--- src/hdl/crab_pkg.sv ---
package crab_pkg;
    localparam int DEF_MAX_WIDTH = 1024;
    localparam int DEF_MAX_HEIGHT = 1024;
    localparam int DEF_MAX_RADIUS = 63;
    localparam int CFG_W = 11;
    localparam logic [10:0] RESET_WIDTH = 11'd800;
    localparam logic [10:0] RESET_HEIGHT = 11'd600;

    typedef enum logic [1:0] {
        ACT_CLEAR = 2'd0,
        ACT_DRAW = 2'd1,
        ACT_READ = 2'd2,
        ACT_NONE = 2'd3
    } action_t;

    typedef enum logic [0:0] {
        REG_WIDTH = 1'b0,
        REG_HEIGHT = 1'b1
    } reg_index_t;

    typedef enum logic [3:0] {
        ST_INIT,
        ST_IDLE,
        ST_CLEAR,
        ST_SCAN,
        ST_RMW_READ,
        ST_RMW_WAIT,
        ST_BLEND,
        ST_WRITE,
        ST_RD_WAIT,
        ST_RD_DATA,
        ST_DONE
    } state_t;
endpackage

--- src/hdl/crab_blend.sv ---
module crab_blend
(
    input  logic       clk,
    input  logic [7:0] a,
    input  logic [7:0] src,
    input  logic [7:0] dst,
    output logic [7:0] result
);
    import crab_pkg::*;

    logic [15:0] num_reg;
    logic [24:0] prod;

    // Registered numerator, then exact floor divide by 255 via reciprocal.
    always_ff @(posedge clk)
    begin
        num_reg <= 16'(a * src) + 16'((8'd255 - a) * dst);
    end

    assign prod = 25'(num_reg) * 25'd257 + 25'd257;
    assign result = prod[23:16];
endmodule

--- config.mk ---
export PLATFORM = sky130hd
export DESIGN_NAME = crab_blend
export DESIGN_NICKNAME = d
export VERILOG_FILES = /design/src/hdl/crab_pkg.sv /design/src/hdl/crab_blend.sv
export SDC_FILE = /design/constraint.sdc
export NUM_CORES = 1
export LEC_CHECK = 0
export ABC_CLOCK_PERIOD_IN_PS = 7300
export BUFFER_PORTS_ARGS = -buffer_cell sky130_fd_sc_hd__buf_2
export CAP_MARGIN = 0
export CORE_MARGIN = 2
export CORE_UTILIZATION = 48
export DETAILED_ROUTE_END_ITERATION = 6
export PLACE_DENSITY_LB_ADDON = 0.1
export SETUP_SLACK_MARGIN = 0.02
export SLEW_MARGIN = 20
export SYNTH_ARGS = -nofsm -noshare
export SYNTH_HDL_FRONTEND = slang
export SYNTH_SLANG_ARGS = --single-unit
--- constraint.sdc ---
create_clock -name clk -period 7.3 [get_ports clk]
set_input_delay 1.46 -clock clk [delete_from_list [all_inputs] [get_ports clk]]
set_output_delay 1.46 -clock clk [all_outputs]
set_load 0.005 [all_outputs]
==> impl_metrics.py <==
metrics = {
    "clocking": {
        "cts-htree-levels": 1,
        "post_cts_buffers": 0,
        "clock_path_buffers": 2,
        "cts_sinks": 16,
        "path_clk_slew_ns": 0.05,
        "cts_hold_repair.buffers": 0,
        "tritoncts": "done",
        "cts_buffers": 3,
        "clock-root-buffer": "clkbuf_16",
        "ctsResizeCount": 0,
    },
    "global_route": {
        "track_usage_pct": 19.54,
        "grt_pass1_wl_um": 20220,
        "grt_pass1_vias": 4348,
        "grt-ovfl-total": 0,
        "antenna_found_initial": 0,
        "grt_max_degree": 17,
    },
    "floorplan": {
        "start_util_pct": 49.31,
        "io_pins": 33,
        "fp.dieW_um": 112.5,
        "die_y_um": 112.5,
        "dieArea_mm2": 0.01266,
        "core_area_mm2": 0.01147,
        "num_rows": 39,
    },
    "critical_path": {
        "worstPathMaxFanout": 16,
        "start_kind": "input port",
        "path_class": "input port to flop",
        "end_kind": "flop",
        "required_ns": 7.43,
        "worstPathArrival_ns": 6.59,
    },
    "cells_and_area": {
        "layout.nets": 870,
        "drive_gt1_share_pct": 7.077,
        "fin_util_pct": 52.74,
        "final_common_cell": "inv_1",
        "stdcell_area_mm2": 0.006048,
        "fillCellCount": 1101,
        "largest_reg_flops": 16,
        "syn2layout_area_growth_pct": 6.971,
        "mostFrequentLayoutCells": "156 x inv_1, 98 x ha_1, 96 x fa_1",
        "diodes": 0,
    },
    "job": {
        "cap_violations": 0,
    },
    "sta": {
        "rsz0062_at_grt": "no",
        "slew_viol_final": 0,
        "period_share_pct": 88.53,
        "period_minus_slack_ns": 6.463,
        "setup_tns_ns": 0,
        "timing.fmax_ghz": 0.1547,
        "finalHoldViolations": 0,
        "finalSetupViolCount": 0,
        "fin_ws_ns": 0.8373,
    },
    "yosys": {
        "synth_fa_ha_area_share_pct": 55.68,
        "muxShareOfSynthArea_pct": 0.5753,
        "ys_async_sr_fraction_pct": 0,
        "yosysWarnings": 0,
        "ys_seq_area_share_pct": 5.665,
        "syn_nets": 843,
        "synth-edff-count": 0,
        "synth_compound_area_share_pct": 7.657,
        "syn_inst": 624,
        "synth.cell_area_mm2": 0.005654,
        "synth_ff_type": "dfxtp_1",
        "synth_top_family_by_area": "adder cells",
        "synth_area_per_cell_um2": 9.061,
        "synth-xor-area-share_pct": 3.253,
        "synthSimpleGateAreaFrac_pct": 16.02,
        "synth.distinct_cells": 45,
        "ys_seq_elements": 16,
    },
    "hold_path": {
        "whs_endpoint": "num_reg[0]$_DFF_P_",
        "whs_path_depth": 2,
        "holdCritStartpoint": "src[0]",
        "min_path_type": "input port to flop",
    },
    "placed_design": {
        "gp_congestion": 0.8672,
        "dp_slack_ns": 0.5683,
        "portBuffers": 32,
        "dpl_cell_area_mm2": 0.005959,
        "hpwl_um": 10070,
    },
    "drt": {
        "wl_per_cell_um": 14.47,
        "vias": 3986,
        "drt-total-wl_um": 11470,
        "drc": 0,
        "drt.antenna.violating_nets": 0,
        "via_per_inst": 5.026,
        "drt_iter0_markers": 155,
        "first_pass_iters": 4,
    },
    "status": {
        "status": "complete, no violations",
    },
}
[critical path, cell delays in order]
cell and delay [ns]:
buf_2 0.20, nand2b_1 0.21, fa_1 0.54, inv_1 0.05, fa_1 0.51, inv_1 0.05, fa_1 0.49, inv_1 0.06
fa_1 0.51, fa_1 0.54, inv_1 0.05, fa_1 0.53, inv_1 0.04, ha_1 0.27, a2111oi_4 0.40, o21ai_2 0.14
a41oi_4 0.31, nand4b_1 0.15, nand3_1 0.07
[routing by layer]
layer  routed length [um]  vias up  track usage, %
li1                     -     1970               -
met1                 5407     1934           25.37
met2                 5521       66           35.34
met3                  305       16           1.134
met4                  238        0           5.610
met5                    0        -               0
[Yosys cell counts, drive strengths merged, types with 2 or more instances]
| cell | number | area share, % |
|---|---|---|
| and2 | 27 | 3.0 |
| and3 | 4 | 0.44 |
| nand4 | 3 | 0.33 |
| o21a | 2 | 0.27 |
| fa | 96 | 34 |
| ha | 98 | 22 |
| inv | 156 | 10 |
| xor2 | 4 | 0.62 |
| dfxtp | 16 | 5.7 |
| nor2b | 34 | 3.8 |
| nor2 | 8 | 0.53 |
| xnor2 | 17 | 2.6 |
| nand3b | 2 | 0.27 |
| o21bai | 3 | 0.40 |
| clkbuf | 11 | 0.73 |
| o211ai | 3 | 0.40 |
| mux2 | 2 | 0.40 |
| a21o | 5 | 0.66 |
| nor3 | 3 | 0.27 |
| nand2 | 45 | 3.0 |
| nand2b | 31 | 3.4 |
| a21oi | 20 | 1.8 |
| a211oi | 4 | 0.53 |
| o31ai | 2 | 0.35 |
| nand3 | 2 | 0.18 |
| o21ai | 11 | 1.1 |
[logic make-up after synthesis]
| logic type | Yosys count |
|---|---|
| buf+inv | 167 |
| compound gates | 59 |
| flops | 16 |
| other cells | 1 |
| fa+ha+maj | 194 |
| xor+xnor | 21 |
| simple gates | 163 |
| mux | 3 |
[how the worst max path moves through the flow]
stage                          endpoint  cells after the start  slack [ns]  startpoint
global route        num_reg[13]$_DFF_P_                     19        0.61        a[7]
CTS                 num_reg[13]$_DFF_P_                     19        0.82        a[7]
finish              num_reg[13]$_DFF_P_                     19        0.84        a[7]
global placement    num_reg[13]$_DFF_P_                     17        0.68        a[5]
detailed placement  num_reg[13]$_DFF_P_                     19        0.57        a[7]
floorplan           num_reg[13]$_DFF_P_                     19        0.93        a[7]
[through the flow]
| step | cells | hold WS, ns |
|---|---|---|
| final | 793 | 1.632 |
| after global routing | 793 | 1.639 |
| after CTS | 793 | 1.625 |
| after detailed placement | 789 | 1.872 |
| after global placement | 789 | 1.895 |
| after floorplan | 624 | 1.604 |
[cell type report]
cell class	instances	area, um2	share of cell area (%)
clock buffer	4	88.84	1.469
timing repair buffer	33	167.7	2.772
multi-input combinational	441	4707	77.82
sequential	16	320.3	5.296
tap	143	178.9	2.958
inverter	156	585.6	9.681
Power is not shown: default switching activity piles up to over one toggle a cycle in this logic, so the estimate is an artifact.
